`config.mk`:
```
export PLATFORM = sky130hd
export DESIGN_NAME = comet_trail_pixel_generator
export DESIGN_NICKNAME = d
export VERILOG_FILES = /design/src/rtl/ctpg_pkg.sv /design/src/rtl/comet_trail_pixel_generator.sv
export SDC_FILE = /design/constraint.sdc
export NUM_CORES = 1
export LEC_CHECK = 0
export ABC_CLOCK_PERIOD_IN_PS = 10800
export BUFFER_PORTS_ARGS = -buffer_cell sky130_fd_sc_hd__buf_2
export CORE_MARGIN = 2
export CORE_UTILIZATION = 50
export DETAILED_ROUTE_END_ITERATION = 8
export PLACE_DENSITY = 0.64
export SLEW_MARGIN = 10
export SYNTH_ARGS = -nofsm -noshare
export SYNTH_HDL_FRONTEND = slang
export SYNTH_SLANG_ARGS = --single-unit
```
`constraint.sdc`:
```
create_clock -name i_clk -period 10.8 [get_ports i_clk]
set_input_delay 0.54 -clock i_clk [delete_from_list [all_inputs] [get_ports i_clk]]
set_output_delay 0.54 -clock i_clk [all_outputs]
set_load 0.01 [all_outputs]
```
`src/rtl/ctpg_pkg.sv`:
```
package ctpg_pkg;

    // configuration port
    localparam int CFG_ADDR_W = 2;
    localparam int CFG_DATA_W = 9;

    localparam logic [CFG_ADDR_W-1:0] REG_LED_COUNT    = 2'd0;
    localparam logic [CFG_ADDR_W-1:0] REG_TRAIL_LENGTH = 2'd1;
    localparam logic [CFG_ADDR_W-1:0] REG_HUE_STEP     = 2'd2;
    localparam logic [CFG_ADDR_W-1:0] REG_SATURATION   = 2'd3;

    // field widths
    localparam int PIX_W  = 8;
    localparam int CNT_W  = 9;
    localparam int HUE_W  = 9;
    localparam int CHAN_W = 8;
    localparam int IN_TDATA_W  = 8;
    localparam int OUT_TDATA_W = 24;

    // ring and colour constants
    localparam logic [CNT_W-1:0]  RING_MAX       = 9'd256;
    localparam logic [CNT_W-1:0]  LED_COUNT_RST  = 9'd256;
    localparam logic [CNT_W-1:0]  TRAIL_RST      = 9'd40;
    localparam logic [HUE_W-1:0]  HUE_STEP_RST   = 9'd3;
    localparam logic [CHAN_W-1:0] SATURATION_RST = 8'd255;
    localparam logic [HUE_W-1:0]  HUE_WRAP       = 9'd360;
    localparam logic [CHAN_W-1:0] FULL_SCALE     = 8'd255;

    // shift-subtract divider
    localparam int DIV_W     = 16;
    localparam int DIV_CNT_W = 4;
    localparam logic [DIV_CNT_W-1:0] DIV_LAST = 4'd15;

endpackage

```
`src/rtl/comet_trail_pixel_generator.sv`:
```
// one pixel colour per word; s_axis_tready is high only while idle
// a word goes through head, distance, divide and six multiply steps before its result reaches m_axis_tdata;
// a dark pixel skips divide and multiply; a head past a shrunken ring is first reduced by a divide
// a new word is taken only after the last has reached the output register, later if output is held
// the work is done by the 16-step shift-subtract divider and six passes of the shared 8x8 multiplier
// i_rst_n is synchronous: head, hue, registers and handshakes return to their reset values
module comet_trail_pixel_generator (
    input  logic                             i_clk,
    input  logic                             i_rst_n,
    input  logic                             i_cfg_we,
    input  logic [ctpg_pkg::CFG_ADDR_W-1:0]  i_cfg_addr,
    input  logic [ctpg_pkg::CFG_DATA_W-1:0]  i_cfg_data,
    input  logic                             s_axis_tvalid,
    output logic                             s_axis_tready,
    input  logic [ctpg_pkg::IN_TDATA_W-1:0]  s_axis_tdata,   // [7:0] pixel_index
    input  logic                             s_axis_tlast,   // frame_done
    output logic                             m_axis_tvalid,
    input  logic                             m_axis_tready,
    output logic [ctpg_pkg::OUT_TDATA_W-1:0] m_axis_tdata    // [7:0] red, [15:8] green, [23:16] blue
);

    typedef enum logic [2:0] {
        ST_IDLE,
        ST_HEAD,
        ST_DIV,
        ST_DIST,
        ST_MUL,
        ST_DONE
    } t_state;

    typedef enum logic [2:0] {
        M_VAL,
        M_SA,
        M_SB,
        M_P,
        M_Q,
        M_T
    } t_mstep;

    typedef enum logic [2:0] {
        SEC_RY,
        SEC_YG,
        SEC_GC,
        SEC_CB,
        SEC_BM,
        SEC_MR
    } t_sector;

    t_state r_state;
    t_mstep r_mstep;

    logic [ctpg_pkg::CNT_W-1:0]  r_led_count;
    logic [ctpg_pkg::CNT_W-1:0]  r_trail_length;
    logic [ctpg_pkg::HUE_W-1:0]  r_hue_step;
    logic [ctpg_pkg::CHAN_W-1:0] r_saturation;

    logic [ctpg_pkg::PIX_W-1:0]  r_head_pos;
    logic [ctpg_pkg::HUE_W-1:0]  r_hue;

    logic [ctpg_pkg::PIX_W-1:0]  r_idx;
    logic                        r_last;
    logic [ctpg_pkg::PIX_W-1:0]  r_head;
    logic                        r_lit;
    logic                        r_div_head;

    logic [ctpg_pkg::DIV_W-1:0]     r_dvd;
    logic [ctpg_pkg::CNT_W-1:0]     r_dvs;
    logic [ctpg_pkg::CHAN_W-1:0]    r_rem;
    logic [ctpg_pkg::DIV_CNT_W-1:0] r_div_cnt;

    logic [ctpg_pkg::CHAN_W-1:0] r_raw, r_v, r_a, r_b, r_p, r_q, r_t;

    logic                          r_out_valid;
    logic [ctpg_pkg::OUT_TDATA_W-1:0] r_out_data;

    // ring size and effective trail
    logic [ctpg_pkg::CNT_W-1:0] ring_n;
    logic [ctpg_pkg::CNT_W-1:0] trail_len;

    always_comb begin
        priority if (r_led_count == '0) begin
            ring_n = ctpg_pkg::CNT_W'(1);
        end else if (r_led_count > ctpg_pkg::RING_MAX) begin
            ring_n = ctpg_pkg::RING_MAX;
        end else begin
            ring_n = r_led_count;
        end
        trail_len = (r_trail_length > ring_n) ? ring_n : r_trail_length;
    end

    // distance behind the head, one wrap at most while head and index are below the ring
    logic [ctpg_pkg::CNT_W:0]   dist_sum;
    logic [ctpg_pkg::CNT_W:0]   dist_wrap;
    logic [ctpg_pkg::CNT_W-1:0] trail_dist;
    logic                       idx_in_ring;
    logic                       pix_lit;
    logic [ctpg_pkg::CNT_W-1:0] span;
    logic [ctpg_pkg::CNT_W+7:0] span_x255;

    assign dist_sum    = {2'b00, r_head} + {1'b0, ring_n} - {2'b00, r_idx};
    assign dist_wrap   = (dist_sum >= {1'b0, ring_n}) ? dist_sum - {1'b0, ring_n} : dist_sum;
    assign trail_dist  = dist_wrap[ctpg_pkg::CNT_W-1:0];
    assign idx_in_ring = ({1'b0, r_idx} < ring_n);
    assign pix_lit     = idx_in_ring && (trail_len != '0) && (trail_dist < trail_len);
    assign span        = trail_len - trail_dist;
    assign span_x255   = {span, 8'h00} - {8'h00, span};

    // divider step
    logic [ctpg_pkg::CHAN_W:0]   div_trial;
    logic                        div_ge;
    logic [ctpg_pkg::CHAN_W-1:0] n_rem;
    logic [ctpg_pkg::CNT_W-1:0]  div_diff;

    assign div_trial = {r_rem, r_dvd[ctpg_pkg::DIV_W-1]};
    assign div_ge    = (div_trial >= r_dvs);
    assign div_diff  = div_trial - r_dvs;
    assign n_rem     = div_ge ? div_diff[ctpg_pkg::CHAN_W-1:0] : div_trial[ctpg_pkg::CHAN_W-1:0];

    // hue sector and scaled remainder, (m*255)/60 is m*17/4
    t_sector                     sector;
    logic [ctpg_pkg::HUE_W-1:0]  sec_base;
    logic [5:0]                  sec_off;
    logic [9:0]                  off_x17;
    logic [ctpg_pkg::CHAN_W-1:0] hue_rem;

    always_comb begin
        priority if (r_hue < 9'd60) begin
            sector = SEC_RY; sec_base = 9'd0;
        end else if (r_hue < 9'd120) begin
            sector = SEC_YG; sec_base = 9'd60;
        end else if (r_hue < 9'd180) begin
            sector = SEC_GC; sec_base = 9'd120;
        end else if (r_hue < 9'd240) begin
            sector = SEC_CB; sec_base = 9'd180;
        end else if (r_hue < 9'd300) begin
            sector = SEC_BM; sec_base = 9'd240;
        end else begin
            sector = SEC_MR; sec_base = 9'd300;
        end
    end

    logic [ctpg_pkg::HUE_W-1:0] hue_off_full;
    assign hue_off_full = r_hue - sec_base;
    assign sec_off      = hue_off_full[5:0];
    assign off_x17      = {sec_off, 4'h0} + {4'h0, sec_off};
    assign hue_rem      = off_x17[9:2];

    // shared multiplier with exact divide by 255 for products of two bytes
    logic [ctpg_pkg::CHAN_W-1:0] mul_a, mul_b;
    logic [15:0]                 mul_p;
    logic [16:0]                 mul_adj;
    logic [ctpg_pkg::CHAN_W-1:0] mul_q;

    always_comb begin
        unique case (r_mstep)
            M_VAL:   begin mul_a = r_raw;        mul_b = r_raw; end
            M_SA:    begin mul_a = r_saturation; mul_b = hue_rem; end
            M_SB:    begin mul_a = r_saturation; mul_b = ctpg_pkg::FULL_SCALE - hue_rem; end
            M_P:     begin mul_a = r_v;          mul_b = ctpg_pkg::FULL_SCALE - r_saturation; end
            M_Q:     begin mul_a = r_v;          mul_b = ctpg_pkg::FULL_SCALE - r_a; end
            M_T:     begin mul_a = r_v;          mul_b = ctpg_pkg::FULL_SCALE - r_b; end
            default: begin mul_a = '0;           mul_b = '0; end
        endcase
    end

    assign mul_p   = mul_a * mul_b;
    assign mul_adj = {1'b0, mul_p} + 17'd1 + {9'h000, mul_p[15:8]};
    assign mul_q   = mul_adj[15:8];

    // colour assembly
    logic [ctpg_pkg::CHAN_W-1:0] col_r, col_g, col_b;

    always_comb begin
        unique case (sector)
            SEC_RY:  begin col_r = r_v; col_g = r_t; col_b = r_p; end
            SEC_YG:  begin col_r = r_q; col_g = r_v; col_b = r_p; end
            SEC_GC:  begin col_r = r_p; col_g = r_v; col_b = r_t; end
            SEC_CB:  begin col_r = r_p; col_g = r_q; col_b = r_v; end
            SEC_BM:  begin col_r = r_t; col_g = r_p; col_b = r_v; end
            SEC_MR:  begin col_r = r_v; col_g = r_p; col_b = r_q; end
            default: begin col_r = r_v; col_g = r_p; col_b = r_q; end
        endcase
    end

    // head and hue advance
    logic [ctpg_pkg::CNT_W-1:0] head_inc;
    logic [ctpg_pkg::PIX_W-1:0] n_head_pos;
    logic [ctpg_pkg::HUE_W-1:0] step_mod;
    logic [ctpg_pkg::HUE_W:0]   hue_sum;
    logic [ctpg_pkg::HUE_W:0]   hue_wrap;
    logic [ctpg_pkg::HUE_W-1:0] n_hue;

    assign head_inc   = {1'b0, r_head} + 9'd1;
    assign n_head_pos = (head_inc == ring_n) ? '0 : head_inc[ctpg_pkg::PIX_W-1:0];
    assign step_mod   = (r_hue_step >= ctpg_pkg::HUE_WRAP) ? r_hue_step - ctpg_pkg::HUE_WRAP
                                                           : r_hue_step;
    assign hue_sum    = {1'b0, r_hue} + {1'b0, step_mod};
    assign hue_wrap   = (hue_sum >= {1'b0, ctpg_pkg::HUE_WRAP})
                      ? hue_sum - {1'b0, ctpg_pkg::HUE_WRAP} : hue_sum;
    assign n_hue      = hue_wrap[ctpg_pkg::HUE_W-1:0];

    logic out_load;
    assign out_load = (r_state == ST_DONE) && (!r_out_valid || m_axis_tready);

    always_ff @(posedge i_clk) begin
        if (!i_rst_n) begin
            r_state        <= ST_IDLE;
            r_mstep        <= M_VAL;
            r_led_count    <= ctpg_pkg::LED_COUNT_RST;
            r_trail_length <= ctpg_pkg::TRAIL_RST;
            r_hue_step     <= ctpg_pkg::HUE_STEP_RST;
            r_saturation   <= ctpg_pkg::SATURATION_RST;
            r_head_pos     <= '0;
            r_hue          <= '0;
            r_out_valid    <= 1'b0;
        end else begin
            if (i_cfg_we) begin
                unique case (i_cfg_addr)
                    ctpg_pkg::REG_LED_COUNT:    r_led_count    <= i_cfg_data;
                    ctpg_pkg::REG_TRAIL_LENGTH: r_trail_length <= i_cfg_data;
                    ctpg_pkg::REG_HUE_STEP:     r_hue_step     <= i_cfg_data;
                    ctpg_pkg::REG_SATURATION:   r_saturation   <= i_cfg_data[ctpg_pkg::CHAN_W-1:0];
                    default: ;
                endcase
            end

            // a new word replaces the one leaving in the same cycle
            if (out_load) begin
                r_out_valid <= 1'b1;
            end else if (m_axis_tvalid && m_axis_tready) begin
                r_out_valid <= 1'b0;
            end

            unique case (r_state)
                ST_IDLE: begin
                    if (s_axis_tvalid) begin
                        r_idx   <= s_axis_tdata[ctpg_pkg::PIX_W-1:0];
                        r_last  <= s_axis_tlast;
                        r_state <= ST_HEAD;
                    end
                end
                ST_HEAD: begin
                    if ({1'b0, r_head_pos} < ring_n) begin
                        r_head  <= r_head_pos;
                        r_state <= ST_DIST;
                    end else begin
                        // ring has shrunk below the head: reduce it
                        r_dvd      <= {8'h00, r_head_pos};
                        r_dvs      <= ring_n;
                        r_rem      <= '0;
                        r_div_cnt  <= '0;
                        r_div_head <= 1'b1;
                        r_state    <= ST_DIV;
                    end
                end
                ST_DIST: begin
                    r_lit <= pix_lit;
                    if (pix_lit) begin
                        r_dvd      <= span_x255[ctpg_pkg::DIV_W-1:0];
                        r_dvs      <= trail_len;
                        r_rem      <= '0;
                        r_div_cnt  <= '0;
                        r_div_head <= 1'b0;
                        r_state    <= ST_DIV;
                    end else begin
                        r_state <= ST_DONE;
                    end
                end
                ST_DIV: begin
                    r_rem     <= n_rem;
                    r_dvd     <= {r_dvd[ctpg_pkg::DIV_W-2:0], div_ge};
                    r_div_cnt <= r_div_cnt + 1'b1;
                    if (r_div_cnt == ctpg_pkg::DIV_LAST) begin
                        if (r_div_head) begin
                            r_head  <= n_rem;
                            r_state <= ST_DIST;
                        end else begin
                            r_raw   <= {r_dvd[ctpg_pkg::CHAN_W-2:0], div_ge};
                            r_mstep <= M_VAL;
                            r_state <= ST_MUL;
                        end
                    end
                end
                ST_MUL: begin
                    unique case (r_mstep)
                        M_VAL: begin r_v <= mul_q; r_mstep <= M_SA; end
                        M_SA:  begin r_a <= mul_q; r_mstep <= M_SB; end
                        M_SB:  begin r_b <= mul_q; r_mstep <= M_P; end
                        M_P:   begin r_p <= mul_q; r_mstep <= M_Q; end
                        M_Q:   begin r_q <= mul_q; r_mstep <= M_T; end
                        M_T:   begin r_t <= mul_q; r_mstep <= M_VAL; r_state <= ST_DONE; end
                        default: r_mstep <= M_VAL;
                    endcase
                end
                ST_DONE: begin
                    if (out_load) begin
                        r_out_data  <= r_lit ? {col_b, col_g, col_r} : '0;
                        if (r_last) begin
                            r_head_pos <= n_head_pos;
                            r_hue      <= n_hue;
                        end
                        r_state <= ST_IDLE;
                    end
                end
                default: r_state <= ST_IDLE;
            endcase
        end
    end

    assign s_axis_tready = (r_state == ST_IDLE);
    assign m_axis_tvalid = r_out_valid;
    assign m_axis_tdata  = r_out_data;

endmodule

```
==> impl_results.md, run 1 <==
- Final Util: 0.5526
- Worst slew pin tran: around 1.2 ns
- Period utilisation layout: 0.9459
- CP Launch Point: r_hue[5]$_SDFFE_PN0P_
- Synth-to-layout area growth: 8.233%
- Fillers: approximately 2800
- F_max: 97.89 MHz
- Slew margin rel.: 0.1862
- WP data required: roughly 11 ns
- Die area: 0.03184 mm^2
- Setup violations, final: 0
- Synth Flop Type: edfxtp_1
- Crit Path Class: flop to flop
- Mapped Avg Cell Area: 9.226 um^2
- Max Slew Vio Count: 0
- Flop-to-flop setup slack: 0.58 ns
- Global route overflow: 0
- Final #Nets: around 1900
- Slowest cell on the critical path: fa_1
- Lkg Pwr: between 6 and 7 nW
- # port buffers: 50
- Clock root cell: clkbuf_16
- Aggregate global-route resource usage: 0.2643
- Vias: about 12000
- Num CTS Buffers: 17
- Antenna violations before repair: 0
- Vias in the first global route: roughly 12000
- Yosys cell types: 94
- Core footprint: 0.02980 mm^2
- CTS tree: built
- Worst EP arrival: approximately 10 ns
- IO Pins: between 50 and 60
- DRC viols: 0
- Reported max-cap violation count: 0
- Largest net degree at the start of global routing: 57
- Worst hold path class: primary input to flop
- Final Power: 5.112 mW
- Clk_lat worst skew: 0.46 ns
- Final wirelength: just over 40 mm
- EDFF count, synth: around 140
- Worst reg2reg path depth: 38
- Yosys reg bits: just under 200
- Setup crit end: r_q[2]$_DFFE_PP_
- Ratio of cells with drive above 1 in the final layout: 0.1068
- Clock skew: about 0.016 ns
- TritonCTS sink count: roughly 200
- RSZ-0062 raised after global routing: yes
- Outcome: complete, no violations
- Die width: 178.4 um
- Yosys top cell by area: edfxtp_1
- Dpl hpwl: roughly 31 mm
- Tmin final: around 10 ns
- DR vias/cell: 5.973
- Final Hold Fails: 0
- R2R Path End: r_q[2]$_DFFE_PP_
- DR iter-0 viols: 1212
- Hold_ws: around 0.25 ns
- Reg clk slew, reported paths: 0.08 ns
- First-pass DRT Iterations: 8
- IR Drop Worst-Case VDD: between 0.3 and 0.4 mV
- Post-synth top area share: 0.2684
- Syn Inst Count: about 1600
- Clk buf depth: 2
- FP Rows: 63
- CTS Hold Bufs: 0
- Per-cell routed wire length: between 15 and 20 um
- Crit Path Max Fanout: 10
- Seq/Total Area, Yosys: 0.3461
- Antenna Nets Post-Route: 0
- Placer Congestion: between 0.9 and 1
- CP peak stage delay: about 0.54 ns
- Starting density of the core: 0.5106
- Most used cell, CP: fa_1
- FF-to-FF Start: r_hue[5]$_SDFFE_PN0P_
- CP startpoint kind: flop
- Antenna Cells: 0
- Chip Height: 178.4 um
- CP endpoint kind: flop
- Setup_tns: 0 ns
- FFs w/ async S/R, synth: 0
- Syn. warnings: 0
- Post-Syn Area: between 0.015 and 0.02 mm^2
- Syn nets: ~1800
- First-pass GRT wire length: around 65 mm
- Top cells by area, synth: edfxtp_1 (27%), ha_1 (10%), dfxtp_1 (7.8%), fa_1 (6.6%), nor2_1 (3.9%)
- CTS H-tree depth: 4
- PwrDens: 310.5 mW/mm^2
-- registers in the layout (all words and copies together) (netlist names), 9 cells and up --
| signal | flops |
|---|---|
| m_axis_tdata | 24 |
| r_hue | 9 |
| r_trail_length | 9 |
| r_led_count | 9 |
| r_dvd | 16 |
| r_hue_step | 9 |
| r_dvs | 9 |
-- logic make-up after synthesis --
family                     Yosys count  synth area share
and+or+nand+nor                    547            0.1754
AOI/OAI and AO/OA                  395            0.1771
buffers and inverters              206           0.05181
DFF                                195            0.3461
adders and majority gates          172            0.1661
xor gates and xnor gates            72           0.04194
muxes                               62           0.04153
-- cells in the mapped netlist, types with 18 or more instances --
| library cell | count |
|---|---|
| a211oi_1 | 22 |
| a21o_1 | 23 |
| a21oi_1 | 88 |
| a221oi_1 | 21 |
| a31oi_1 | 18 |
| and2_1 | 19 |
| clkbuf_1 | 41 |
| dfxtp_1 | 59 |
| edfxtp_1 | 136 |
| fa_1 | 50 |
| ha_1 | 122 |
| inv_1 | 140 |
| mux2i_1 | 56 |
| nand2_1 | 144 |
| nand2b_1 | 19 |
| nand3_1 | 42 |
| nor2_1 | 157 |
| nor2b_1 | 33 |
| nor3_1 | 33 |
| o21a_1 | 19 |
| o21ai_0 | 90 |
| or2_2 | 30 |
| xnor2_1 | 51 |
| xor2_1 | 20 |
-- cells in the final DEF (no fill, tap or decap), drive strengths merged, types with 12 or more instances in the layout --
| cell | instances |
|---|---|
| clkbuf | 17 |
| xnor2 | 52 |
| mux2i | 56 |
| o21a | 19 |
| a211oi | 25 |
| buf | 66 |
| a21o | 24 |
| nor2 | 157 |
| inv | 149 |
| o211ai | 12 |
| nand2b | 19 |
| a221oi | 22 |
| edfxtp | 136 |
| o21ai | 96 |
| a31oi | 20 |
| ha | 122 |
| nand3 | 42 |
| a21oi | 91 |
| dfxtp | 59 |
| xor2 | 20 |
| and2 | 20 |
| nand2 | 145 |
| or2 | 32 |
| fa | 50 |
| nor2b | 33 |
| nor3 | 33 |
-- report_power, final --
part / switching [mW] / internal [mW]
Sequential: 0.0424 / 1.08
Clock: 0.315 / 0.325
Combinational: 2.12 / 1.23
Total: 2.47 / 2.64
-- through the flow --
step / worst slack [ns] / instance area [um^2] / instances
after floorplan: 1.358 / 15210 / 1649
after global placement: 0.5916 / 15840 / 2043
after detailed placement: 0.3958 / 15840 / 2043
after CTS: 0.3547 / 16420 / 2075
after global routing: -0.01711 / 16470 / 2075
final: 0.5843 / 16470 / 2075
-- routing by layer --
layer | track usage | share of wire | vias up
li1 | - | - | 5967
met1 | 0.3487 | 0.44 | 5968
met3 | 0.02877 | 0.048 | 74
met5 | 0 | 0 | -
met4 | 0.07690 | 0.022 | 0
met2 | 0.4579 | 0.49 | 385
-- worst min path at each step --
stage | cells after the start | end | from
final | 1 | r_idx[5]$_DFFE_PP_ | s_axis_tdata[5]
after global placement | 0 | r_raw[7]$_DFFE_PP_ | r_dvd[6]$_DFFE_PP_
after global routing | 1 | r_idx[6]$_DFFE_PP_ | s_axis_tdata[6]
after floorplan | 0 | r_raw[7]$_DFFE_PP_ | r_dvd[6]$_DFFE_PP_
after detailed placement | 0 | r_raw[7]$_DFFE_PP_ | r_dvd[6]$_DFFE_PP_
after CTS | 1 | r_idx[5]$_DFFE_PP_ | s_axis_tdata[5]
-- worst max-delay path, delay by kind of cell (launching register included) --
kind / cells / cell delay, ns
multiplexers: 1 / 0.11
AO/OA/AOI/OAI: 10 / 2.57
buffers and inverters: 5 / 0.28
XOR/XNOR: 3 / 1.01
AND/OR/NAND/NOR: 9 / 1.67
adder cells (fa/ha/maj): 10 / 3.93
flip-flops: 1 / 0.38
-- cell type report --
| class | instances | area [um^2] | share of cell area |
|---|---|---|---|
| Multi-Input combinational cell | 1248 | 9229 | 0.5605 |
| Sequential cell | 195 | 5266 | 0.3198 |
| Inverter | 144 | 540.5 | 0.03283 |
| Tap cell | 390 | 488.0 | 0.02964 |
| Clock buffer | 17 | 425.4 | 0.02584 |
| Timing Repair Buffer | 66 | 370.4 | 0.02249 |
| Clock inverter | 15 | 146.4 | 0.008891 |
-- what timing repair did --
item / in CTS / in global routing
resized for setup: 0 / 9
endpoints found under the setup margin: 0 / 48
buffers inserted: 0 / 0
(Power assumes the default switching activity.)
==> inputs of run 2 (changes only) <==
REMOVE_ABC_BUFFERS = 1   (was default)
==> run 2 against run 1 <==
Clock power is 0.8% lower. Die area stayed put. Routed wire length is 1.4% lower. First-iteration DRC count is 12% higher. Via count is 0.87% lower. Register-to-register slack worse by 0.04 ns. Critical path depth is 2 lower. Combinational power hardly changed. Fmax is 0.35% lower. Critical path type unchanged. Largest power group unchanged.
==> impl_results.md, run 2 (synthesized netlist as in run 1, its figures left out) <==
- Outcome: complete, no violations
- Worst hold path class: primary input to flop
- FP Rows: 63 (unchanged)
- Antenna Cells: 0 (unchanged)
- TritonCTS sink count: 195 (unchanged)
- Fin area: 0.01650 mm^2 (+0.22%)
- Die width: 178.4 um (unchanged)
- PwrDens: 310.9 mW/mm^2 (+0.15%)
- First-pass DRT Iterations: 6 (-2)
- Final Hold Fails: 0 (unchanged)
- Final wirelength: 39.73 mm (-1.4%)
- FF-to-FF Start: r_hue[3]$_SDFFE_PN0P_
- WP data required: 10.96 ns (about the same)
- DRC viols: 0 (unchanged)
- Final #Nets: 1871 (+0.11%)
- Starting density of the core: 0.5106 (unchanged)
- R2R Path End: r_t[0]$_DFFE_PP_
- Tmin final: 10.25 ns (+0.03631 ns)
- Vias in the first global route: 11814 (-1.4%)
- Ratio of cells with drive above 1 in the final layout: 0.1091 (+0.002244)
- Lkg Pwr: 6.645 nW (+0.48%)
- # port buffers: 50 (unchanged)
- IR Drop Worst-Case VDD: 0.3782 mV (+17%)
- Largest register FFs: 24 (unchanged)
- CP peak stage delay: 0.55 ns (about the same)
- Endpoint, Worst Hold: r_idx[4]$_DFFE_PP_
- Global route overflow: 0 (unchanged)
- DR iter-0 viols: 1355 (+12%)
- Synth-to-layout area growth: 8.471%
- Commonest non-fill, non-tap cell in the layout: nor2_1
- CTS H-tree depth: 4 (unchanged)
- CTS tree: built
- Dpl hpwl: 30.92 mm (-0.99%)
- Setup_tns: 0 ns (unchanged)
- Crit Path Class: flop to flop
- Clock skew: 0.01463 ns (-0.001693 ns)
- Num CTS Buffers: 17 (unchanged)
- Reported max-cap violation count: 0 (unchanged)
- Die area: 0.03184 mm^2 (unchanged)
- Final Power: 5.131 mW (+0.37%)
- Hold_ws: 0.2660 ns (+0.01479 ns)
- Chip Height: 178.4 um (unchanged)
- Clk buf depth: 2 (unchanged)
- Flop-to-flop setup slack: 0.55 ns (-0.04 ns)
- Worst EP arrival: 10.41 ns (+0.02 ns)
- Worst reg2reg path depth: 36 (-5.3%)
- Vias: 12286 (-0.87%)
- Largest net degree at the start of global routing: 57 (unchanged)
- Worst slew pin tran: 1.132 ns (-0.07915 ns)
- IO Pins: 51 (unchanged)
- Placer Congestion: 0.9423 (-1.5%)
- Antenna violations before repair: 0 (unchanged)
- Antenna Nets Post-Route: 0 (unchanged)
- Slowest cell on the critical path: fa_1
- Per-cell routed wire length: 19.13 um (-1.5%)
- CP endpoint kind: flop
- DR vias/cell: 5.915 (-0.97%)
- DP Area: 0.01585 mm^2 (about the same)
- Aggregate global-route resource usage: 0.2575 (-0.006837)
- Setup violations, final: 0 (unchanged)
- Clock root cell: clkbuf_16
- Hold Crit Start: s_axis_tdata[4]
- CP startpoint kind: flop
- RSZ-0062 raised after global routing: no
- Period utilisation layout: 0.9493 (+0.003362)
- Slew margin rel.: 0.2436 (+0.05743)
- Most used cell, CP: fa_1
- Crit Path Max Fanout: 9 (-1)
- First-pass GRT wire length: 63.69 mm (-2.5%)
- Reg clk slew, reported paths: 0.08 ns (about the same)
- Max Slew Vio Count: 0 (unchanged)
- Clk_lat worst skew: 0.45 ns (about the same)
- WHS Path Cells: 1 (unchanged)
- F_max: 97.54 MHz (-0.35%)
- Most frequent cells in the layout: nor2_1 (157), nand2_1 (144), inv_1 (140)
- Core footprint: 0.02980 mm^2 (unchanged)
## run 2: cell types whose count changed in the layout (fill, tap and decap cells not counted), moves of 2 or more
cell / previous run / this run
clkinv_4: 3 / 1
clkinv_1: 5 / 2
inv_4: 0 / 2
buf_4: 16 / 18
clkinv_8: 0 / 3
## run 2: worst max-delay path: cells and delay by family (launching register included)
family          cells  cell delay (ns)
flops               1             0.42
mux                 1             0.11
xor+xnor            2             0.56
buf+inv             4             0.22
simple gates        7             1.36
compound gates     13             3.41
fa+ha+maj           9             3.88
## run 2: per-stage QoR
stage                     instances  utilization  setup slack [ns]
after floorplan                1587            -             1.051
after global placement         2044       0.5320            0.5724
after detailed placement       2044       0.5320            0.3745
after CTS                      2076       0.5518            0.2700
after global routing           2077       0.5538           0.05205
final                          2077       0.5538            0.5480
## run 2: final cells by class
type | count | area [um^2]
timing repair buffer | 68 | 385.4
multi-input combinational | 1248 | 9233
clock buffer | 19 | 454.2
fill | 2735 | 13290
clock inverter | 13 | 135.1
sequential | 195 | 5266
inverter | 144 | 540.5
tap | 390 | 488.0
## run 2: where the power goes
group	internal, mW	leakage [nW]	total, mW	switching (mW)
clock	0.322	0.292	0.636	0.314
sequential	1.08	1.72	1.12	0.0418
combinational	1.25	4.63	3.37	2.13
total	2.65	6.64	5.13	2.48
## run 2: repair_timing
action	in CTS	in global routing
hold buffers	0	0
gates resized for setup	0	9
endpoints found under the setup margin	0	48
setup buffers	0	1
## run 2: how the worst max path moves through the flow
stage                          start                to  slack [ns]  cells after the start
6_report       r_hue[3]$_SDFFE_PN0P_  r_t[0]$_DFFE_PP_        0.55                     36
5_1_grt        r_hue[3]$_SDFFE_PN0P_  r_q[0]$_DFFE_PP_        0.05                     36
4_1_cts        r_hue[5]$_SDFFE_PN0P_  r_a[2]$_DFFE_PP_        0.27                     38
3_5_place_dp   r_hue[5]$_SDFFE_PN0P_  r_v[4]$_DFFE_PP_        0.37                     39
3_3_place_gp   r_hue[5]$_SDFFE_PN0P_  r_t[2]$_DFFE_PP_        0.57                     38
2_1_floorplan  r_hue[5]$_SDFFE_PN0P_  r_a[0]$_DFFE_PP_        1.05                     38
## run 2: layer usage
metal	global-route usage	part of all wire	vias up
met5	0	0	-
met4	0.07927	0.027	0
met3	0.03943	0.053	63
met2	0.4369	0.48	375
met1	0.3382	0.44	5885
li1	-	-	5963
